[config.mk]
export PLATFORM = sky130hd
export DESIGN_NAME = multitouch_gesture_recognizer
export DESIGN_NICKNAME = d
export VERILOG_FILES = /design/src/gmr_pkg.sv /design/src/gmr_fifo.sv /design/src/gmr_front.sv /design/src/gmr_back.sv /design/src/multitouch_gesture_recognizer.sv
export VERILOG_INCLUDE_DIRS = /design/src /design/src/src
export SDC_FILE = /design/constraint.sdc
export NUM_CORES = 2
export LEC_CHECK = 0
export ABC_AREA = 1
export BUFFER_PORTS_ARGS = -buffer_cell sky130_fd_sc_hd__buf_2
export CORE_MARGIN = 5
export CORE_UTILIZATION = 54
export CTS_BUF_LIST = sky130_fd_sc_hd__clkbuf_2 sky130_fd_sc_hd__clkbuf_4 sky130_fd_sc_hd__clkbuf_8
export CTS_CLUSTER_DIAMETER = 80
export DETAILED_ROUTE_END_ITERATION = 10
export PLACE_DENSITY = 0.82
export SLEW_MARGIN = 20
export SYNTH_ARGS = -nofsm -noshare
export SYNTH_HDL_FRONTEND = slang
export SYNTH_SLANG_ARGS = --single-unit
[constraint.sdc]
create_clock -name aclk -period 11.8 [get_ports aclk]
set_clock_uncertainty 0.05 [all_clocks]
set_input_delay 1.18 -clock aclk [delete_from_list [all_inputs] [get_ports aclk]]
set_output_delay 1.18 -clock aclk [all_outputs]
set_load 0.005 [all_outputs]
[src/assert_macros.svh]
// Concurrent assertion helpers, compiled out for synthesis.
`ifndef ASSERT_MACROS_SVH
`define ASSERT_MACROS_SVH
`ifndef SYNTHESIS
`define ASSERT_CLKD(lbl, clk, rstn, prop, msg) \
    lbl: assert property (@(posedge clk) disable iff (!rstn) prop) else $error(msg);
`define ASSERT_NEXT(lbl, clk, rstn, pre, post, msg) \
    lbl: assert property (@(posedge clk) disable iff (!rstn) (pre) |=> (post)) else $error(msg);
`else
`define ASSERT_CLKD(lbl, clk, rstn, prop, msg)
`define ASSERT_NEXT(lbl, clk, rstn, pre, post, msg)
`endif
`endif

[src/gmr_pkg.sv]
`default_nettype none
package gmr_pkg;

    localparam int SLOT_COUNT_DEF    = 5;
    localparam int ID_COUNT_DEF      = 4;
    localparam int DOUBLE_TAP_RADIUS = 40;
    localparam int QUEUE_DEPTH       = 2;

    localparam int RAW_W      = 16;
    localparam int POS_W      = 12;
    localparam int TIME_W     = 32;
    localparam int DIST_W     = 16;
    localparam int FRAC_W     = 16;
    localparam int CFG_ADDR_W = 3;
    localparam int CFG_DATA_W = 16;

    typedef enum logic [1:0] {
        OP_NONE = 2'd0,
        OP_DOWN = 2'd1,
        OP_MOVE = 2'd2,
        OP_UP   = 2'd3
    } op_t;

    typedef enum logic [3:0] {
        EV_DOWN         = 4'd0,
        EV_DOUBLE_TAP   = 4'd1,
        EV_PINCH_BEGIN  = 4'd2,
        EV_PINCH_UPDATE = 4'd3,
        EV_PINCH_END    = 4'd4,
        EV_PAN_BEGIN    = 4'd5,
        EV_PAN_UPDATE   = 4'd6,
        EV_LONG_PRESS   = 4'd7,
        EV_TAP          = 4'd8,
        EV_PAN_END      = 4'd9,
        EV_UP           = 4'd10
    } ev_t;

    typedef enum logic [CFG_ADDR_W-1:0] {
        CFG_SURFACE_WIDTH    = 3'd0,
        CFG_SURFACE_HEIGHT   = 3'd1,
        CFG_PAN_DEADZONE     = 3'd2,
        CFG_SWIPE_THRESHOLD  = 3'd3,
        CFG_JITTER_THRESHOLD = 3'd4,
        CFG_PINCH_DEADZONE   = 3'd5,
        CFG_TAP_TIMEOUT      = 3'd6,
        CFG_LONG_PRESS_TIME  = 3'd7
    } cfg_idx_t;

    typedef struct packed {
        logic [11:0] surface_width;
        logic [11:0] surface_height;
        logic [7:0]  pan_deadzone;
        logic [9:0]  swipe_threshold;
        logic [7:0]  jitter_threshold;
        logic [11:0] pinch_deadzone;
        logic [15:0] tap_timeout;
        logic [15:0] long_press_time;
    } cfg_t;

    localparam cfg_t CFG_RESET = '{
        surface_width:    12'd390,
        surface_height:   12'd450,
        pan_deadzone:     8'd10,
        swipe_threshold:  10'd30,
        jitter_threshold: 8'd3,
        pinch_deadzone:   12'd10,
        tap_timeout:      16'd300,
        long_press_time:  16'd600
    };

    function automatic logic [POS_W-1:0] absdiff(input logic [POS_W-1:0] a,
                                                 input logic [POS_W-1:0] b);
        return (a >= b) ? (a - b) : (b - a);
    endfunction

endpackage
`default_nettype wire

[src/gmr_fifo.sv]
`default_nettype none
module gmr_fifo import gmr_pkg::*; #(
    parameter int WIDTH = 8,
    parameter int DEPTH = QUEUE_DEPTH
) (
    input  wire logic             aclk,
    input  wire logic             aresetn,
    input  wire logic             push_valid,
    output logic                  push_ready,
    input  wire logic [WIDTH-1:0] push_data,
    output logic                  pop_valid,
    input  wire logic             pop_ready,
    output logic [WIDTH-1:0]      pop_data
);
    localparam int PW = (DEPTH > 1) ? $clog2(DEPTH) : 1;
    localparam int CW = $clog2(DEPTH + 1);

    logic [WIDTH-1:0] mem_reg [DEPTH];
    logic [PW-1:0]    wr_ptr_reg, wr_ptr_next;
    logic [PW-1:0]    rd_ptr_reg, rd_ptr_next;
    logic [CW-1:0]    count_reg, count_next;
    logic             do_push, do_pop;

    assign push_ready = (count_reg != CW'(DEPTH));
    assign pop_valid  = (count_reg != '0);
    assign pop_data   = mem_reg[rd_ptr_reg];
    assign do_push    = push_valid && push_ready;
    assign do_pop     = pop_valid && pop_ready;

    always_comb begin
        wr_ptr_next = wr_ptr_reg;
        rd_ptr_next = rd_ptr_reg;
        count_next  = count_reg;
        if (do_push) begin
            wr_ptr_next = (wr_ptr_reg == PW'(DEPTH - 1)) ? '0 : wr_ptr_reg + PW'(1);
        end
        if (do_pop) begin
            rd_ptr_next = (rd_ptr_reg == PW'(DEPTH - 1)) ? '0 : rd_ptr_reg + PW'(1);
        end
        if (do_push && !do_pop) begin
            count_next = count_reg + CW'(1);
        end else if (do_pop && !do_push) begin
            count_next = count_reg - CW'(1);
        end
    end

    always_ff @(posedge aclk) begin
        if (!aresetn) begin
            wr_ptr_reg <= '0;
            rd_ptr_reg <= '0;
            count_reg  <= '0;
        end else begin
            wr_ptr_reg <= wr_ptr_next;
            rd_ptr_reg <= rd_ptr_next;
            count_reg  <= count_next;
        end
        if (do_push) begin
            mem_reg[wr_ptr_reg] <= push_data;
        end
    end
endmodule
`default_nettype wire

[src/gmr_front.sv]
`default_nettype none
module gmr_front import gmr_pkg::*; #(
    parameter  int ID_COUNT = ID_COUNT_DEF,
    localparam int IDW      = $clog2(ID_COUNT),
    localparam int QW       = 2 + IDW + 2 * POS_W + TIME_W
) (
    input  wire logic                     aclk,
    input  wire logic                     aresetn,
    input  wire cfg_t                     cfg,
    input  wire logic                     s_tvalid,
    output logic                          s_tready,
    input  wire logic [1:0]               s_opcode,
    input  wire logic [7:0]               s_contact_id,
    input  wire logic signed [RAW_W-1:0]  s_raw_x,
    input  wire logic signed [RAW_W-1:0]  s_raw_y,
    input  wire logic [TIME_W-1:0]        s_time_ms,
    output logic                          push_valid,
    input  wire logic                     push_ready,
    output logic [QW-1:0]                 push_data
);
    localparam int DVD_W = POS_W + FRAC_W;
    localparam int DCW   = $clog2(DVD_W);
    localparam int MUL_W = RAW_W - 1 + FRAC_W;

    typedef enum logic [2:0] {F_IDLE, F_PEAK, F_DIV, F_MUL, F_CLAMP, F_PUSH} fstate_t;

    fstate_t                  state_reg, state_next;
    logic                     ax_reg, ax_next;
    logic [1:0]               op_reg, op_next;
    logic [7:0]               id_reg, id_next;
    logic signed [RAW_W-1:0]  rx_reg, rx_next, ry_reg, ry_next;
    logic [TIME_W-1:0]        time_reg, time_next;
    logic signed [RAW_W-1:0]  peak_reg [2];
    logic signed [RAW_W-1:0]  peak_next [2];
    logic [FRAC_W-1:0]        fac_reg [2];
    logic [FRAC_W-1:0]        fac_next [2];
    logic [POS_W-1:0]         x_reg, x_next, y_reg, y_next;
    logic [MUL_W-1:0]         prod_reg, prod_next;
    logic [DVD_W-1:0]         dvd_reg, dvd_next;
    logic [RAW_W-1:0]         dvs_reg, dvs_next;
    logic [RAW_W-1:0]         rem_reg, rem_next;
    logic [FRAC_W-1:0]        quo_reg, quo_next;
    logic [DCW-1:0]           dcnt_reg, dcnt_next;

    logic signed [RAW_W-1:0]  v;
    logic [POS_W-1:0]         size, se, r;
    logic signed [RAW_W-1:0]  peak_new;
    logic signed [RAW_W:0]    peak_ext, size_ext, r_s;
    logic                     learn;
    logic [RAW_W:0]           trial;
    logic                     ge;
    logic [RAW_W-1:0]         rem_step;
    logic [FRAC_W-1:0]        quo_step;
    logic [FRAC_W-1:0]        fac_cur;

    assign s_tready   = (state_reg == F_IDLE);
    assign push_valid = (state_reg == F_PUSH);
    assign push_data  = {op_reg, id_reg[IDW-1:0], x_reg, y_reg, time_reg};

    assign v        = ax_reg ? ry_reg : rx_reg;
    assign size     = ax_reg ? cfg.surface_height : cfg.surface_width;
    assign se       = (size == '0) ? POS_W'(1) : size;
    assign fac_cur  = fac_reg[ax_reg];
    assign peak_new = (v > peak_reg[ax_reg]) ? v : peak_reg[ax_reg];
    assign peak_ext = {peak_new[RAW_W-1], peak_new};
    assign size_ext = $signed({5'b0, size});
    assign learn    = (peak_ext > size_ext) && (fac_cur == '0);
    assign trial    = {rem_reg, dvd_reg[DVD_W-1]};
    assign ge       = (trial >= {1'b0, dvs_reg});
    assign rem_step = ge ? RAW_W'(trial - {1'b0, dvs_reg}) : trial[RAW_W-1:0];
    assign quo_step = {quo_reg[FRAC_W-2:0], ge};

    always_comb begin
        if (fac_cur != '0) begin
            r_s = v[RAW_W-1] ? '0 : $signed({2'b00, prod_reg[MUL_W-1:FRAC_W]});
        end else begin
            r_s = {v[RAW_W-1], v};
        end
        if (r_s[RAW_W]) begin
            r = '0;
        end else if (r_s >= $signed({5'b0, se})) begin
            r = se - POS_W'(1);
        end else begin
            r = r_s[POS_W-1:0];
        end
    end

    always_comb begin
        state_next = state_reg;
        ax_next    = ax_reg;
        op_next    = op_reg;
        id_next    = id_reg;
        rx_next    = rx_reg;
        ry_next    = ry_reg;
        time_next  = time_reg;
        peak_next  = peak_reg;
        fac_next   = fac_reg;
        x_next     = x_reg;
        y_next     = y_reg;
        prod_next  = prod_reg;
        dvd_next   = dvd_reg;
        dvs_next   = dvs_reg;
        rem_next   = rem_reg;
        quo_next   = quo_reg;
        dcnt_next  = dcnt_reg;
        unique case (state_reg)
            F_IDLE: begin
                if (s_tvalid) begin
                    op_next    = s_opcode;
                    id_next    = s_contact_id;
                    rx_next    = s_raw_x;
                    ry_next    = s_raw_y;
                    time_next  = s_time_ms;
                    ax_next    = 1'b0;
                    state_next = F_PEAK;
                end
            end
            F_PEAK: begin
                peak_next[ax_reg] = peak_new;
                if (learn) begin
                    dvd_next   = {size, FRAC_W'(0)};
                    dvs_next   = RAW_W'(peak_new) + RAW_W'(1);
                    rem_next   = '0;
                    quo_next   = '0;
                    dcnt_next  = '0;
                    state_next = F_DIV;
                end else begin
                    state_next = F_MUL;
                end
            end
            F_DIV: begin
                rem_next  = rem_step;
                quo_next  = quo_step;
                dvd_next  = dvd_reg << 1;
                dcnt_next = dcnt_reg + DCW'(1);
                if (dcnt_reg == DCW'(DVD_W - 1)) begin
                    fac_next[ax_reg] = quo_step;
                    state_next       = F_MUL;
                end
            end
            F_MUL: begin
                prod_next  = MUL_W'(v[RAW_W-2:0]) * MUL_W'(fac_cur);
                state_next = F_CLAMP;
            end
            F_CLAMP: begin
                if (ax_reg) begin
                    y_next = r;
                end else begin
                    x_next = r;
                end
                if (!ax_reg) begin
                    ax_next    = 1'b1;
                    state_next = F_PEAK;
                end else if (op_reg != OP_NONE && id_reg < 8'(ID_COUNT)) begin
                    state_next = F_PUSH;
                end else begin
                    state_next = F_IDLE;
                end
            end
            F_PUSH: begin
                if (push_ready) begin
                    state_next = F_IDLE;
                end
            end
            default: state_next = F_IDLE;
        endcase
    end

    always_ff @(posedge aclk) begin
        if (!aresetn) begin
            state_reg <= F_IDLE;
            ax_reg    <= 1'b0;
            for (int i = 0; i < 2; i++) begin
                peak_reg[i] <= '0;
                fac_reg[i]  <= '0;
            end
        end else begin
            state_reg <= state_next;
            ax_reg    <= ax_next;
            peak_reg  <= peak_next;
            fac_reg   <= fac_next;
        end
        op_reg   <= op_next;
        id_reg   <= id_next;
        rx_reg   <= rx_next;
        ry_reg   <= ry_next;
        time_reg <= time_next;
        x_reg    <= x_next;
        y_reg    <= y_next;
        prod_reg <= prod_next;
        dvd_reg  <= dvd_next;
        dvs_reg  <= dvs_next;
        rem_reg  <= rem_next;
        quo_reg  <= quo_next;
        dcnt_reg <= dcnt_next;
    end
endmodule
`default_nettype wire

[src/gmr_back.sv]
`default_nettype none
module gmr_back import gmr_pkg::*; #(
    parameter  int SLOT_COUNT = SLOT_COUNT_DEF,
    parameter  int ID_COUNT   = ID_COUNT_DEF,
    localparam int IDW        = $clog2(ID_COUNT),
    localparam int QW         = 2 + IDW + 2 * POS_W + TIME_W
) (
    input  wire logic              aclk,
    input  wire logic              aresetn,
    input  wire cfg_t              cfg,
    input  wire logic              pop_valid,
    output logic                   pop_ready,
    input  wire logic [QW-1:0]     pop_data,
    output logic                   m_tvalid,
    input  wire logic              m_tready,
    output logic [3:0]             m_event_code,
    output logic [POS_W-1:0]       m_pos_x,
    output logic [POS_W-1:0]       m_pos_y,
    output logic [DIST_W-1:0]      m_pinch_dist,
    output logic                   m_tlast
);
    localparam int SIW    = $clog2(SLOT_COUNT);
    localparam int CW     = $clog2(SLOT_COUNT + 1);
    localparam int ROOT_W = 2 * (POS_W + 1);
    localparam int SQ_W   = 2 * POS_W;

    typedef enum logic [2:0] {B_IDLE, B_DECODE, B_SQX, B_SQY, B_ROOT, B_PINCH, B_SEND}
        bstate_t;

    bstate_t             state_reg, state_next;
    op_t                 op_reg, op_next;
    logic [IDW-1:0]      id_reg, id_next;
    logic [POS_W-1:0]    x_reg, x_next, y_reg, y_next;
    logic [TIME_W-1:0]   t_reg, t_next;

    logic                map_vld_reg [ID_COUNT];
    logic                map_vld_next [ID_COUNT];
    logic [SIW-1:0]      map_slot_reg [ID_COUNT];
    logic [SIW-1:0]      map_slot_next [ID_COUNT];
    logic                act_reg [SLOT_COUNT];
    logic                act_next [SLOT_COUNT];
    logic [POS_W-1:0]    posx_reg [SLOT_COUNT];
    logic [POS_W-1:0]    posx_next [SLOT_COUNT];
    logic [POS_W-1:0]    posy_reg [SLOT_COUNT];
    logic [POS_W-1:0]    posy_next [SLOT_COUNT];
    logic [TIME_W-1:0]   down_reg [SLOT_COUNT];
    logic [TIME_W-1:0]   down_next [SLOT_COUNT];

    logic [CW-1:0]       cnt_reg, cnt_next;
    logic [TIME_W-1:0]   tap_time_reg, tap_time_next;
    logic [POS_W-1:0]    tap_x_reg, tap_x_next, tap_y_reg, tap_y_next;
    logic [1:0]          tap_cnt_reg, tap_cnt_next;
    logic                moved_reg, moved_next;
    logic                lpd_reg, lpd_next;
    logic [POS_W-1:0]    org_x_reg, org_x_next, org_y_reg, org_y_next;
    logic [DIST_W-1:0]   base_reg, base_next;

    ev_t                 res_reg [3];
    ev_t                 res_next [3];
    logic [1:0]          n_reg, n_next;
    logic [1:0]          idx_reg, idx_next;
    logic                upd_reg, upd_next;

    logic [SQ_W-1:0]     sq_reg, sq_next;
    logic [ROOT_W-1:0]   rn_reg, rn_next, res_root_reg, res_root_next, bit_reg, bit_next;

    logic                out_valid_reg, out_valid_next;
    ev_t                 out_code_reg, out_code_next;
    logic [POS_W-1:0]    out_x_reg, out_x_next, out_y_reg, out_y_next;
    logic [DIST_W-1:0]   out_dist_reg, out_dist_next;
    logic                out_last_reg, out_last_next;

    logic                free_ok, s_ok, alloc;
    logic [SIW-1:0]      free_slot, s;
    logic [1:0]          ne;
    logic                need_pinch;
    logic [CW-1:0]       cnt_n;
    logic [1:0]          tap_inc;
    logic                pan_past, moved_n, load;
    logic [POS_W-1:0]    adx, ady;
    logic [ROOT_W:0]     rb;
    logic [DIST_W-1:0]   d, delta;

    assign pop_ready    = (state_reg == B_IDLE);
    assign m_tvalid     = out_valid_reg;
    assign m_event_code = out_code_reg;
    assign m_pos_x      = out_x_reg;
    assign m_pos_y      = out_y_reg;
    assign m_pinch_dist = out_dist_reg;
    assign m_tlast      = out_last_reg;

    assign adx = absdiff(posx_reg[0], posx_reg[1]);
    assign ady = absdiff(posy_reg[0], posy_reg[1]);
    assign rb  = {1'b0, res_root_reg} + {1'b0, bit_reg};
    assign d   = DIST_W'(res_root_reg);
    assign delta = (d >= base_reg) ? (d - base_reg) : (base_reg - d);
    assign pan_past = (absdiff(x_reg, org_x_reg) > POS_W'(cfg.pan_deadzone)) ||
                      (absdiff(y_reg, org_y_reg) > POS_W'(cfg.pan_deadzone));
    assign load = (state_reg == B_SEND) && (!out_valid_reg || m_tready);

    always_comb begin
        free_ok   = 1'b0;
        free_slot = '0;
        for (int k = SLOT_COUNT - 1; k >= 0; k--) begin
            if (!act_reg[k]) begin
                free_ok   = 1'b1;
                free_slot = SIW'(k);
            end
        end
        alloc = 1'b0;
        s_ok  = 1'b0;
        s     = free_slot;
        if (map_vld_reg[id_reg]) begin
            s_ok = 1'b1;
            s    = map_slot_reg[id_reg];
        end else if (op_reg == OP_DOWN && free_ok) begin
            s_ok  = 1'b1;
            alloc = 1'b1;
        end
    end

    always_comb begin
        state_next    = state_reg;
        op_next       = op_reg;
        id_next       = id_reg;
        x_next        = x_reg;
        y_next        = y_reg;
        t_next        = t_reg;
        map_vld_next  = map_vld_reg;
        map_slot_next = map_slot_reg;
        act_next      = act_reg;
        posx_next     = posx_reg;
        posy_next     = posy_reg;
        down_next     = down_reg;
        cnt_next      = cnt_reg;
        tap_time_next = tap_time_reg;
        tap_x_next    = tap_x_reg;
        tap_y_next    = tap_y_reg;
        tap_cnt_next  = tap_cnt_reg;
        moved_next    = moved_reg;
        lpd_next      = lpd_reg;
        org_x_next    = org_x_reg;
        org_y_next    = org_y_reg;
        base_next     = base_reg;
        res_next      = res_reg;
        n_next        = n_reg;
        idx_next      = idx_reg;
        upd_next      = upd_reg;
        sq_next       = sq_reg;
        rn_next       = rn_reg;
        res_root_next = res_root_reg;
        bit_next      = bit_reg;
        out_code_next = out_code_reg;
        out_x_next    = out_x_reg;
        out_y_next    = out_y_reg;
        out_dist_next = out_dist_reg;
        out_last_next = out_last_reg;
        ne            = '0;
        need_pinch    = 1'b0;
        cnt_n         = cnt_reg;
        tap_inc       = '0;
        moved_n       = moved_reg;

        unique case (state_reg)
            B_IDLE: begin
                if (pop_valid) begin
                    op_next    = op_t'(pop_data[QW-1 -: 2]);
                    id_next    = pop_data[QW-3 -: IDW];
                    x_next     = pop_data[2*POS_W+TIME_W-1 -: POS_W];
                    y_next     = pop_data[POS_W+TIME_W-1 -: POS_W];
                    t_next     = pop_data[TIME_W-1:0];
                    state_next = B_DECODE;
                end
            end
            B_DECODE: begin
                if (s_ok) begin
                    unique case (op_reg)
                        OP_DOWN: begin
                            if (alloc) begin
                                map_vld_next[id_reg]  = 1'b1;
                                map_slot_next[id_reg] = s;
                            end
                            posx_next[s] = x_reg;
                            posy_next[s] = y_reg;
                            if (act_reg[s]) begin
                                if (cnt_reg == CW'(1) && pan_past) begin
                                    res_next[0] = EV_PAN_BEGIN;
                                    res_next[1] = EV_PAN_UPDATE;
                                    ne          = 2'd2;
                                    org_x_next  = x_reg;
                                    org_y_next  = y_reg;
                                end
                            end else begin
                                act_next[s]  = 1'b1;
                                down_next[s] = t_reg;
                                cnt_n        = cnt_reg + CW'(1);
                                cnt_next     = cnt_n;
                                if (cnt_n == CW'(1)) begin
                                    if ((t_reg - tap_time_reg) < TIME_W'(cfg.tap_timeout) &&
                                        absdiff(x_reg, tap_x_reg) < POS_W'(DOUBLE_TAP_RADIUS) &&
                                        absdiff(y_reg, tap_y_reg) < POS_W'(DOUBLE_TAP_RADIUS))
                                    begin
                                        tap_inc = tap_cnt_reg + 2'd1;
                                        if (tap_inc >= 2'd2) begin
                                            res_next[ne] = EV_DOUBLE_TAP;
                                            ne           = ne + 2'd1;
                                            tap_cnt_next = '0;
                                        end else begin
                                            tap_cnt_next = tap_inc;
                                        end
                                    end else begin
                                        tap_cnt_next = '0;
                                    end
                                    tap_time_next = t_reg;
                                    tap_x_next    = x_reg;
                                    tap_y_next    = y_reg;
                                    moved_next    = 1'b0;
                                    lpd_next      = 1'b0;
                                    org_x_next    = x_reg;
                                    org_y_next    = y_reg;
                                    res_next[ne]  = EV_DOWN;
                                    ne            = ne + 2'd1;
                                end else if (cnt_n == CW'(2)) begin
                                    need_pinch = 1'b1;
                                    upd_next   = 1'b0;
                                end
                            end
                        end
                        OP_MOVE: begin
                            if (act_reg[s] &&
                                !(absdiff(x_reg, posx_reg[s]) < POS_W'(cfg.jitter_threshold) &&
                                  absdiff(y_reg, posy_reg[s]) < POS_W'(cfg.jitter_threshold)))
                            begin
                                posx_next[s] = x_reg;
                                posy_next[s] = y_reg;
                                if (cnt_reg >= CW'(2)) begin
                                    need_pinch = 1'b1;
                                    upd_next   = 1'b1;
                                end else if (cnt_reg == CW'(1)) begin
                                    if (pan_past) begin
                                        if (absdiff(x_reg, org_x_reg) >
                                                POS_W'(cfg.swipe_threshold) ||
                                            absdiff(y_reg, org_y_reg) >
                                                POS_W'(cfg.swipe_threshold)) begin
                                            moved_n = 1'b1;
                                        end
                                        if (!lpd_reg) begin
                                            res_next[ne] = EV_PAN_BEGIN;
                                            ne           = ne + 2'd1;
                                        end
                                        res_next[ne] = EV_PAN_UPDATE;
                                        ne           = ne + 2'd1;
                                        org_x_next   = x_reg;
                                        org_y_next   = y_reg;
                                    end
                                    moved_next = moved_n;
                                    if (!lpd_reg && !moved_n && (t_reg - down_reg[s]) >
                                            TIME_W'(cfg.long_press_time)) begin
                                        lpd_next     = 1'b1;
                                        res_next[ne] = EV_LONG_PRESS;
                                        ne           = ne + 2'd1;
                                    end
                                end
                            end
                        end
                        OP_UP: begin
                            if (act_reg[s]) begin
                                act_next[s]          = 1'b0;
                                cnt_n                = (cnt_reg != '0) ? cnt_reg - CW'(1)
                                                                       : cnt_reg;
                                cnt_next             = cnt_n;
                                map_vld_next[id_reg] = 1'b0;
                                if (cnt_n == '0) begin
                                    for (int i = 0; i < ID_COUNT; i++) begin
                                        map_vld_next[i] = 1'b0;
                                    end
                                end
                                if (cnt_n == CW'(1)) begin
                                    res_next[0] = EV_PINCH_END;
                                    ne          = 2'd1;
                                end else if (cnt_n == '0) begin
                                    if (!lpd_reg && !moved_reg &&
                                        absdiff(x_reg, tap_x_reg) <=
                                            POS_W'(cfg.swipe_threshold) &&
                                        absdiff(y_reg, tap_y_reg) <=
                                            POS_W'(cfg.swipe_threshold)) begin
                                        res_next[ne] = EV_TAP;
                                        ne           = ne + 2'd1;
                                    end
                                    if (lpd_reg) begin
                                        res_next[ne] = EV_PAN_END;
                                        ne           = ne + 2'd1;
                                    end
                                    res_next[ne] = EV_UP;
                                    ne           = ne + 2'd1;
                                end
                            end
                        end
                        OP_NONE: ;
                    endcase
                end
                n_next   = ne;
                idx_next = '0;
                if (need_pinch) begin
                    state_next = B_SQX;
                end else if (ne != '0) begin
                    state_next = B_SEND;
                end else begin
                    state_next = B_IDLE;
                end
            end
            B_SQX: begin
                sq_next    = SQ_W'(adx) * SQ_W'(adx);
                state_next = B_SQY;
            end
            B_SQY: begin
                rn_next       = ROOT_W'(sq_reg) + ROOT_W'(SQ_W'(ady) * SQ_W'(ady));
                res_root_next = '0;
                bit_next      = ROOT_W'(1) << (ROOT_W - 2);
                state_next    = B_ROOT;
            end
            B_ROOT: begin
                if ({1'b0, rn_reg} >= rb) begin
                    rn_next       = rn_reg - ROOT_W'(rb);
                    res_root_next = (res_root_reg >> 1) + bit_reg;
                end else begin
                    res_root_next = res_root_reg >> 1;
                end
                bit_next = bit_reg >> 2;
                if (bit_reg == ROOT_W'(1)) begin
                    state_next = B_PINCH;
                end
            end
            B_PINCH: begin
                if (!upd_reg) begin
                    base_next   = d;
                    res_next[0] = EV_PINCH_BEGIN;
                    n_next      = 2'd1;
                    state_next  = B_SEND;
                end else if (delta > DIST_W'(cfg.pinch_deadzone)) begin
                    base_next   = d;
                    res_next[0] = EV_PINCH_UPDATE;
                    n_next      = 2'd1;
                    state_next  = B_SEND;
                end else begin
                    state_next = B_IDLE;
                end
            end
            B_SEND: begin
                if (load) begin
                    out_code_next = res_reg[idx_reg];
                    out_x_next    = x_reg;
                    out_y_next    = y_reg;
                    out_last_next = (idx_reg == n_reg - 2'd1);
                    case (res_reg[idx_reg]) inside
                        EV_PINCH_BEGIN, EV_PINCH_UPDATE, EV_PINCH_END: out_dist_next = base_reg;
                        default: out_dist_next = '0;
                    endcase
                    idx_next = idx_reg + 2'd1;
                    if (idx_reg == n_reg - 2'd1) begin
                        state_next = B_IDLE;
                    end
                end
            end
            default: state_next = B_IDLE;
        endcase

        if (load) begin
            out_valid_next = 1'b1;
        end else if (m_tready) begin
            out_valid_next = 1'b0;
        end else begin
            out_valid_next = out_valid_reg;
        end
    end

    always_ff @(posedge aclk) begin
        if (!aresetn) begin
            state_reg     <= B_IDLE;
            out_valid_reg <= 1'b0;
            for (int i = 0; i < ID_COUNT; i++) begin
                map_vld_reg[i]  <= 1'b0;
                map_slot_reg[i] <= '0;
            end
            for (int i = 0; i < SLOT_COUNT; i++) begin
                act_reg[i]  <= 1'b0;
                posx_reg[i] <= '0;
                posy_reg[i] <= '0;
                down_reg[i] <= '0;
            end
            cnt_reg      <= '0;
            tap_time_reg <= '0;
            tap_x_reg    <= '0;
            tap_y_reg    <= '0;
            tap_cnt_reg  <= '0;
            moved_reg    <= 1'b0;
            lpd_reg      <= 1'b0;
            org_x_reg    <= '0;
            org_y_reg    <= '0;
            base_reg     <= '0;
            n_reg        <= '0;
            idx_reg      <= '0;
        end else begin
            state_reg     <= state_next;
            out_valid_reg <= out_valid_next;
            map_vld_reg   <= map_vld_next;
            map_slot_reg  <= map_slot_next;
            act_reg       <= act_next;
            posx_reg      <= posx_next;
            posy_reg      <= posy_next;
            down_reg      <= down_next;
            cnt_reg       <= cnt_next;
            tap_time_reg  <= tap_time_next;
            tap_x_reg     <= tap_x_next;
            tap_y_reg     <= tap_y_next;
            tap_cnt_reg   <= tap_cnt_next;
            moved_reg     <= moved_next;
            lpd_reg       <= lpd_next;
            org_x_reg     <= org_x_next;
            org_y_reg     <= org_y_next;
            base_reg      <= base_next;
            n_reg         <= n_next;
            idx_reg       <= idx_next;
        end
        op_reg       <= op_next;
        id_reg       <= id_next;
        x_reg        <= x_next;
        y_reg        <= y_next;
        t_reg        <= t_next;
        res_reg      <= res_next;
        upd_reg      <= upd_next;
        sq_reg       <= sq_next;
        rn_reg       <= rn_next;
        res_root_reg <= res_root_next;
        bit_reg      <= bit_next;
        out_code_reg <= out_code_next;
        out_x_reg    <= out_x_next;
        out_y_reg    <= out_y_next;
        out_dist_reg <= out_dist_next;
        out_last_reg <= out_last_next;
    end
endmodule
`default_nettype wire

[src/multitouch_gesture_recognizer.sv]
// Channel  Dir  Handshake          Fields (lowest bit up)
// s_       in   tvalid/tready      tuser: opcode; tdata: contact_id, raw_x, raw_y, time_ms
// m_       out  tvalid/tready      tuser: event_code; tdata: pos_x, pos_y, pinch_dist;
//                                  tlast: last
// cfg_     in   cfg_wr_en          cfg_addr: register index; cfg_wr_data: value
//
// Front: per request, peak, multiply and clamp per axis, then queue push; the first
//   request that fixes an axis scale factor adds a divide for that axis (restoring divider,
//   one quotient bit a cycle).
// Back: decode, then the events are sent one by one; a new request waits until all are sent.
//   Pinch events add two squares, a 13-step square root and a compare.
// Reset is synchronous, active low, and clears all gesture state at once.
// A 2-entry queue parts front and back; the output register holds a stalled event.
`default_nettype none
`include "assert_macros.svh"
module multitouch_gesture_recognizer import gmr_pkg::*; #(
    parameter int SLOT_COUNT = SLOT_COUNT_DEF,
    parameter int ID_COUNT   = ID_COUNT_DEF
) (
    input  wire logic                  aclk,
    input  wire logic                  aresetn,
    input  wire logic                  cfg_wr_en,
    input  wire logic [CFG_ADDR_W-1:0] cfg_addr,
    input  wire logic [CFG_DATA_W-1:0] cfg_wr_data,
    input  wire logic                  s_tvalid,
    output logic                       s_tready,
    input  wire logic [1:0]            s_tuser,   // opcode[1:0]
    input  wire logic [71:0]           s_tdata,   // contact_id[7:0], raw_x[23:8],
                                                  // raw_y[39:24], time_ms[71:40]
    output logic                       m_tvalid,
    input  wire logic                  m_tready,
    output logic [3:0]                 m_tuser,   // event_code[3:0]
    output logic [39:0]                m_tdata,   // pos_x[11:0], pos_y[23:12],
                                                  // pinch_dist[39:24]
    output logic                       m_tlast
);
    localparam int IDW = $clog2(ID_COUNT);
    localparam int QW  = 2 + IDW + 2 * POS_W + TIME_W;

    cfg_t              cfg_reg;
    logic              q_push_valid, q_push_ready, q_pop_valid, q_pop_ready;
    logic [QW-1:0]     q_push_data, q_pop_data;
    logic [POS_W-1:0]  pos_x, pos_y;
    logic [DIST_W-1:0] pinch_dist;

    always_ff @(posedge aclk) begin
        if (!aresetn) begin
            cfg_reg <= CFG_RESET;
        end else if (cfg_wr_en) begin
            unique case (cfg_idx_t'(cfg_addr))
                CFG_SURFACE_WIDTH:    cfg_reg.surface_width    <= cfg_wr_data[11:0];
                CFG_SURFACE_HEIGHT:   cfg_reg.surface_height   <= cfg_wr_data[11:0];
                CFG_PAN_DEADZONE:     cfg_reg.pan_deadzone     <= cfg_wr_data[7:0];
                CFG_SWIPE_THRESHOLD:  cfg_reg.swipe_threshold  <= cfg_wr_data[9:0];
                CFG_JITTER_THRESHOLD: cfg_reg.jitter_threshold <= cfg_wr_data[7:0];
                CFG_PINCH_DEADZONE:   cfg_reg.pinch_deadzone   <= cfg_wr_data[11:0];
                CFG_TAP_TIMEOUT:      cfg_reg.tap_timeout      <= cfg_wr_data;
                CFG_LONG_PRESS_TIME:  cfg_reg.long_press_time  <= cfg_wr_data;
                default: ;
            endcase
        end
    end

    gmr_front #(.ID_COUNT(ID_COUNT)) u_front (
        .aclk        (aclk),
        .aresetn     (aresetn),
        .cfg         (cfg_reg),
        .s_tvalid    (s_tvalid),
        .s_tready    (s_tready),
        .s_opcode    (s_tuser),
        .s_contact_id(s_tdata[7:0]),
        .s_raw_x     (s_tdata[23:8]),
        .s_raw_y     (s_tdata[39:24]),
        .s_time_ms   (s_tdata[71:40]),
        .push_valid  (q_push_valid),
        .push_ready  (q_push_ready),
        .push_data   (q_push_data)
    );

    gmr_fifo #(.WIDTH(QW), .DEPTH(QUEUE_DEPTH)) u_queue (
        .aclk      (aclk),
        .aresetn   (aresetn),
        .push_valid(q_push_valid),
        .push_ready(q_push_ready),
        .push_data (q_push_data),
        .pop_valid (q_pop_valid),
        .pop_ready (q_pop_ready),
        .pop_data  (q_pop_data)
    );

    gmr_back #(.SLOT_COUNT(SLOT_COUNT), .ID_COUNT(ID_COUNT)) u_back (
        .aclk        (aclk),
        .aresetn     (aresetn),
        .cfg         (cfg_reg),
        .pop_valid   (q_pop_valid),
        .pop_ready   (q_pop_ready),
        .pop_data    (q_pop_data),
        .m_tvalid    (m_tvalid),
        .m_tready    (m_tready),
        .m_event_code(m_tuser),
        .m_pos_x     (pos_x),
        .m_pos_y     (pos_y),
        .m_pinch_dist(pinch_dist),
        .m_tlast     (m_tlast)
    );

    assign m_tdata = {pinch_dist, pos_y, pos_x};

    `ASSERT_NEXT(a_push_hold, aclk, aresetn, q_push_valid && !q_push_ready, q_push_valid, "front dropped a queued request")
    `ASSERT_CLKD(a_push_op, aclk, aresetn, q_push_valid |-> (q_push_data[QW-1 -: 2] != OP_NONE), "empty request entered the queue")
    `ASSERT_CLKD(a_dist_pinch, aclk, aresetn, (m_tvalid && m_tdata[39:24] != 16'd0) |-> (m_tuser == EV_PINCH_BEGIN || m_tuser == EV_PINCH_UPDATE || m_tuser == EV_PINCH_END), "distance on a non-pinch event")
endmodule
`default_nettype wire
=== Yosys cells after proc, flatten, opt, wreduce, memory -nomap -nowiden ===
Memories as Yosys holds them, arrays and structs flattened. A register that Yosys moved wholly into a read port is not among the register bits.
Index checks and enable logic that the tools add are counted.

* Bits in registers: 947
* RAM bits: 120
* Bits of input ports: 98
* Output and inout bits: 47
* Word-level logic and storage cells: 671
* Memories kept: 1

* $add $sub $neg: 42
* $mul: 3
* Order comparisons: 47
* Equality and inequality tests: 68
* Muxes and demuxes: 300
* Bitwise operators: 31
* Reductions and logical operators: 94

{| class="wikitable"
|+ Memory list
! name !! depth !! bits a word !! read ports !! clocked after memory_dff !! write ports !! RTL line !! RTL
|-
| u_queue.mem_reg || 2 || 60 || 1 || 1 || 1 || gmr_fifo.sv:18 || <nowiki>logic [WIDTH-1:0] mem_reg [DEPTH];</nowiki>
|}

{| class="wikitable"
|+ Operators by type and width
! operator !! number
|-
| $mux W12 || 53
|-
| $pmux W60 S2 || 2
|-
| $mux W16 || 14
|-
| $sub A12 B12 Y12 || 16
|-
| $bwmux W160 || 1
|-
| $pmux W26 S2 || 3
|-
| $mux W4 || 36
|-
| $bwmux W60 || 2
|-
| $mux W60 || 2
|-
| $mux W2 || 52
|-
| $bmux W32 S3 || 1
|-
| $demux W32 S3 || 1
|-
| $ge A12 B12 Y1 || 8
|-
| $mux W32 || 3
|-
| $mux W3 || 25
|-
| $bmux W12 S3 || 2
|-
| $bwmux W32 || 2
|-
| $sub A32 B32 Y32 || 2
|-
| $pmux W28 S2 || 1
|-
| $mux W1 || 54
|-
| $mux W26 || 2
|-
| $mul A12 B12 Y24 || 2
|-
| $pmux W12 S2 || 2
|-
| $sub A16 B16 Y16 || 3
|-
| other kinds (114) || 296
|}

=== Depth between registers and ports, before layout ===
* Word-level depth: 42
* Depth in mapped cells: 48
* Depth with buffers taken out: 44

=== Modules after synthesis ===
Synthesis repeated with hierarchy kept, for this count alone.

* Cells, all modules: 10230
* Area, all modules: 81094.0 µm²

{| class="wikitable"
|+ By module, submodules not included
! module !! instances !! cells each !! area an instance (µm²) !! sequential area each (µm²)
|-
| gmr_back || 1 || 7229 || 52743.1 || 14433.8
|-
| gmr_front || 1 || 2257 || 19839.0 || 6676.4
|-
| gmr_fifo || 1 || 224 || 4875.9 || 3703.6
|-
| multitouch_gesture_recognizer || 1 || 520 || 3636.0 || 1881.8
|}

=== Worst setup path after synthesis ===
No wires, ideal clock.

* Path type: reg-to-reg
* Start point: register u_front.ax_reg
* End point: register u_front.dcnt_reg[0] (enable)
* Setup time: 0.520 ns
* Arrival: 7.815 ns
* Required time: 11.230 ns
* Path slack: 3.415 ns
* Cell stages (with the launch flop): 30
* Buffers on the path: 5
* Clock period less this slack: 8.385 ns
* Cells stage by stage: dfxtp_1 buf_2 inv_1 buf_2 clkbuf_1 or2_2 o21ai_0 clkinv_1 clkbuf_1 ha_1 a21oi_1 nor2_1 a2111oi_0 nand3_1 o211ai_1 clkbuf_1 nand2_1 o21ai_0 inv_1 ha_1 nand2_1 o21ai_0 nand2_1 o211ai_1 a21oi_1 a41oi_1 nor2_1 nand2_1 nand3_1 o21ai_0

* Cells in the longest elaborated chain, start to end: 10
* Elaborated cells between the ends (all ways): 16
* Those cells by class: order compare (2); eq/ne (1); mux (9); bitwise (1); reduce/logical (3)

{| class="wikitable"
|+ Ends and longest elaborated chain
! element !! RTL line !! RTL
|-
| start: declaration || gmr_front.sv:28 || <nowiki>logic ax_reg, ax_next;</nowiki>
|-
| start signal: assignment || gmr_front.sv:179 || <nowiki>ax_reg <= ax_next;</nowiki>
|-
| $not A1 Y2 (not written as such) || gmr_front.sv:64 || <nowiki>assign peak_new = (v > peak_reg[ax_reg]) ? v : peak_reg[ax_reg];</nowiki>
|-
| $mux W16 (not written as such) (3 in series) || gmr_front.sv:64 ||
|-
| $gt A16 B16 Y1 || gmr_front.sv:64 ||
|-
| $mux W16 * || gmr_front.sv:64 ||
|-
| net u_front.peak_new[3] || gmr_front.sv:47 || <nowiki>logic signed [RAW_W-1:0] peak_new;</nowiki>
|-
| $gt A16 B13 Y1 * || gmr_front.sv:67 || <nowiki>assign learn = (peak_ext > size_ext) && (fac_cur == '0);</nowiki>
|-
| $logic_and A1 B1 Y1 * || gmr_front.sv:67 ||
|-
| $ne A2 B1 Y1 (no source line) * || -- ||
|-
| $reduce_and A2 Y1 (no source line) * || -- ||
|-
| end signal: assignment || gmr_front.sv:195 || <nowiki>dcnt_reg <= dcnt_next;</nowiki>
|-
| end: declaration || gmr_front.sv:43 || <nowiki>logic [DCW-1:0] dcnt_reg, dcnt_next;</nowiki>
|}

Mark *: on every way through the listed nets, which the timed path passes. The rest lies on a longest branch. The select of a mux whose other input is x is not followed.
A chain may end at the register's enable or synchronous reset.

=== Final worst setup path ===
* Start point: register u_back.posy_reg[48] (netlist name)
* End point: register u_back.rn_reg[24] (data pin)

* Cells in the longest elaborated chain, start to end: 5
* Elaborated cells between the ends (all ways): 7
* Those cells by class: add/sub (3); mul (1); order compare (1); mux (2)

{| class="wikitable"
|+ Ends and longest elaborated chain
! element !! RTL line !! RTL
|-
| start: declaration || gmr_back.sv:44 || <nowiki>logic [POS_W-1:0] posy_reg [SLOT_COUNT];</nowiki>
|-
| start signal: assignment || gmr_back.sv:410 || <nowiki>posy_reg <= posy_next;</nowiki>
|-
| $sub A12 B12 Y12 or $ge A12 B12 Y1 (tied branches) || gmr_pkg.sv:73 || <nowiki>return (a >= b) ? (a - b) : (b - a);</nowiki>
|-
| $mux W12 * || gmr_pkg.sv:73 ||
|-
| $mul A12 B12 Y24 * || gmr_back.sv:317 || <nowiki>rn_next = ROOT_W'(sq_reg) + ROOT_W'(SQ_W'(ady) * SQ_W'(ady));</nowiki>
|-
| $add A24 B24 Y25 * || gmr_back.sv:317 ||
|-
| $pmux W26 S2 * || gmr_back.sv:164 || <nowiki>unique case (state_reg)</nowiki>
|-
| net u_back.rn_next[24] || gmr_back.sv:65 || <nowiki>logic [ROOT_W-1:0] rn_reg, rn_next, res_root_reg, res_root_next, bit_reg, bit_next;</nowiki>
|-
| end signal: assignment || gmr_back.sv:433 || <nowiki>rn_reg <= rn_next;</nowiki>
|-
| end: declaration || gmr_back.sv:65 ||
|}

Mark *: on every way through the listed nets, which the timed path passes. The rest lies on a longest branch.

==> flow_summary.json <==
{
  "async_flop_share": 0,
  "setup_tns_ns": 0,
  "cts_max_path_buffers": 3,
  "area_delta_synth_final_pct": 8.51,
  "synth_edf_count": 503,
  "core-area_sq_um": 145000,
  "fin_crit_sh": 0.747,
  "crit_top_cell": "inv_1",
  "rsz0062_at_grt": "false",
  "rrSetupSlack_ns": 2.99,
  "setup_viol_count_final": 0,
  "cts_buffers": 191,
  "slowest_stage": "xor2_1",
  "initial_utilization": 0.542,
  "wl_microns": 230000,
  "cts-root-buf": "clkbuf_8",
  "vias": 68700,
  "post_drt_wl_per_cell_microns": 19.1,
  "path_clk_slew_ns": 0.06,
  "seqPwrFrac": 0.224,
  "synth_top_cell_area_share": 0.192,
  "postSynthAreaPerCell_sq_um": 7.99,
  "crit_fanout": 14,
  "row_count": 140,
  "maxSlewViolCount": 0,
  "hold_path_startpoint": "s_tdata[5]",
  "routed_via_density": 5.72,
  "ant_nets": 0,
  "worstPathArrival_ns": 9.44,
  "grt_usage": 0.293,
  "p_sw_mw": 12.0,
  "worst_slew_pin_slew_ns": 1.20,
  "seq_area_frac_synth": 0.339,
  "die_area_sq_um": 153000,
  "rr_endpoint": "u_back.rn_reg[24]",
  "fin_crit_ns": 8.81,
  "timing.rr.start": "u_back.posy_reg[48]",
  "p_clk_frac": 0.163,
  "clk_latency_ns": 0.99,
  "synth_ff_type": "dfxtp_1",
  "overflow": 0,
  "end_kind": "register",
  "place_hpwl_microns": 173000,
  "min_to": "u_front.id_reg[5]",
  "r2r_cells": 37,
  "ir_drop_mv": 0.301,
  "ys_warn_count": 0,
  "drc": 0,
  "postSynthCellCount": 9850,
  "cts_tree": "built",
  "yosys.area.top_type": "edfxtp_1",
  "hold_slack_ns": 0.311,
  "cts_max_level": 4,
  "routabilityCongestion": 1.00,
  "grt_pass1_wl_microns": 360000,
  "drive_gt1_frac": 0.0653,
  "holdPathStages": 1,
  "drv_cap": 0,
  "p_sw_frac": 0.508,
  "slew-limit-headroom": 0.190,
  "power.share.combinational": 0.612,
  "power_leakage_nw": 38.8,
  "ys_types": 67,
  "startpoint_type": "register",
  "fmax_mhz": 114,
  "antenna_found_initial": 10,
  "largest_reg_flops": 160,
  "hold_violations": 0,
  "powerDensity_nw_per_um2": 276,
  "min_path_type": "in2reg",
  "grt_pass1_vias": 66900,
  "postCtsSetupBuffers": 0,
  "internal_power_mw": 11.6,
  "drtIter0Drc": 5936,
  "path_class": "reg2reg",
  "syn_nets": 11000,
  "max_stage_delay_ns": 0.71,
  "die_h_microns": 392,
  "syn-cell-area_sq_um": 78700,
  "firstDrtPassIters": 6,
  "synth-seq-cells": 1081,
  "clkSinkCount": 1081,
  "ys_top_cells_by_area": "edfxtp_1 (19%), dfxtp_1 (15%), ha_1 (11%)",
  "worst_ep_required_time_ns": 12.43,
  "portBuffers": 144,
  "post_cts_resized": 0,
  "die_w_microns": 392,
  "status": "completed",
  "fin_nets": 11100,
  "grt_max_degree": 161,
  "io_pins": 145,
  "hold_buffers": 0
}
## worst max path at each step
stage / end / startpoint
floorplan: u_front.dcnt_reg[0] / u_front.ax_reg
global placement: u_back.sq_reg[22] / u_back.posx_reg[36]
detailed placement: u_back.rn_reg[24] / u_back.posy_reg[48]
CTS: u_back.sq_reg[22] / u_back.posx_reg[36]
global route: u_back.rn_reg[24] / u_back.posy_reg[39]
finish: u_back.rn_reg[24] / u_back.posy_reg[48]
## area by class of cell
type,instances,area [sq um]
fillers,12700,59900
multi-input cells,6872,44800
flip-flops and latches,1081,26700
inverters,1556,5850
clock buffers,254,3230
well taps,1917,2400
repair buffers,216,1290
clock inverters,102,1080
diodes,8,20.0
## power by group through the flow
stage | registers (mW) | clock network (mW) | logic [mW]
2_1_floorplan | 5.02 | 0 | 10.2
3_3_place_gp | 5.31 | 0 | 13.8
3_5_place_dp | 5.33 | 0 | 14.1
4_1_cts | 5.26 | 3.91 | 14.2
5_1_grt | 5.31 | 4.09 | 16.0
6_report | 5.29 | 3.86 | 14.5
## through the flow
step / instances / setup WS [ns] / cell area, sq um / power (mW) / util
3_3_place_gp: 11600 / 3.15 / 81000 / 19.1 / 0.558
4_1_cts: 12000 / 2.99 / 85300 / 23.4 / 0.587
6_report: 12000 / 2.99 / 85400 / 23.6 / 0.588
3_5_place_dp: 11600 / 3.02 / 81000 / 19.5 / 0.558
2_1_floorplan: 9850 / 3.42 / 78700 / 15.2 / -
5_1_grt: 12000 / 2.27 / 85300 / 25.4 / 0.588
## cell usage after synthesis, types with 10 or more instances
master / n
a211oi_1: 20
a21boi_0: 17
a21o_1: 36
a21oi_1: 1030
a221oi_1: 62
a31oi_1: 33
buf_1: 14
buf_2: 65
clkbuf_1: 243
clkinv_1: 17
dfxtp_1: 578
edfxtp_1: 503
fa_1: 380
ha_1: 720
inv_1: 1526
inv_2: 12
mux2i_1: 19
nand2_1: 1810
nand2_2: 15
nand3_1: 346
nand3b_1: 10
nand4_1: 63
nor2_1: 825
nor3_1: 59
o211ai_1: 38
o21a_1: 25
o21ai_0: 834
o21ai_1: 41
o21bai_1: 23
o221ai_1: 62
o22ai_1: 13
o31ai_1: 17
or2_2: 41
xnor2_1: 75
xor2_1: 190
## placed cells by master, fill, tap and decap left out, types with 34 or more instances in the layout
| master | count |
|---|---|
| a21o_1 | 36 |
| a21oi_1 | 1029 |
| a221oi_1 | 62 |
| buf_2 | 143 |
| buf_4 | 71 |
| clkbuf_4 | 42 |
| clkbuf_8 | 212 |
| clkinv_1 | 46 |
| clkinv_2 | 34 |
| dfxtp_1 | 576 |
| edfxtp_1 | 503 |
| fa_1 | 380 |
| ha_1 | 720 |
| inv_1 | 1525 |
| nand2_1 | 1805 |
| nand3_1 | 345 |
| nand4_1 | 63 |
| nor2_1 | 816 |
| nor3_1 | 58 |
| o211ai_1 | 38 |
| o21ai_0 | 830 |
| o21ai_1 | 42 |
| o221ai_1 | 62 |
| or2_2 | 41 |
| xnor2_1 | 75 |
| xor2_1 | 190 |
## per-layer routing
metal | vias up | routed length (microns) | GRT usage | share of wire
met4 | 4 | 10000 | 0.126 | 0.044
met2 | 2978 | 108000 | 0.490 | 0.47
li1 | 32600 | - | - | -
met5 | - | 21 | 0 | 0.000091
met1 | 32600 | 93400 | 0.379 | 0.41
met3 | 573 | 18300 | 0.0467 | 0.080
## worst max-delay path, delay by kind of cell, from the launching register on
kind,cells,cell delay [ns]
and+or+nand+nor,10,1.24
DFF,1,0.33
buffers and inverters,7,0.69
adders and majority gates,8,3.50
AOI/OAI and AO/OA,11,2.05
xor gates and xnor gates,1,0.71
## logic make-up (layout without fill, tap and decap cells)
group / after synthesis / after routing / share of synthesized area
AOI/OAI and AO/OA: 2283 / 2283 / 0.159
other: 0 / 8 / 0
DFF: 1081 / 1081 / 0.339
muxes: 19 / 19 / 0.00242
xor gates and xnor gates: 265 / 265 / 0.0295
adders and majority gates: 1100 / 1100 / 0.211
and+or+nand+nor: 3205 / 3205 / 0.166
buffers and inverters: 1897 / 2128 / 0.0928
Note: power is estimated with default switching activity, not from simulation.
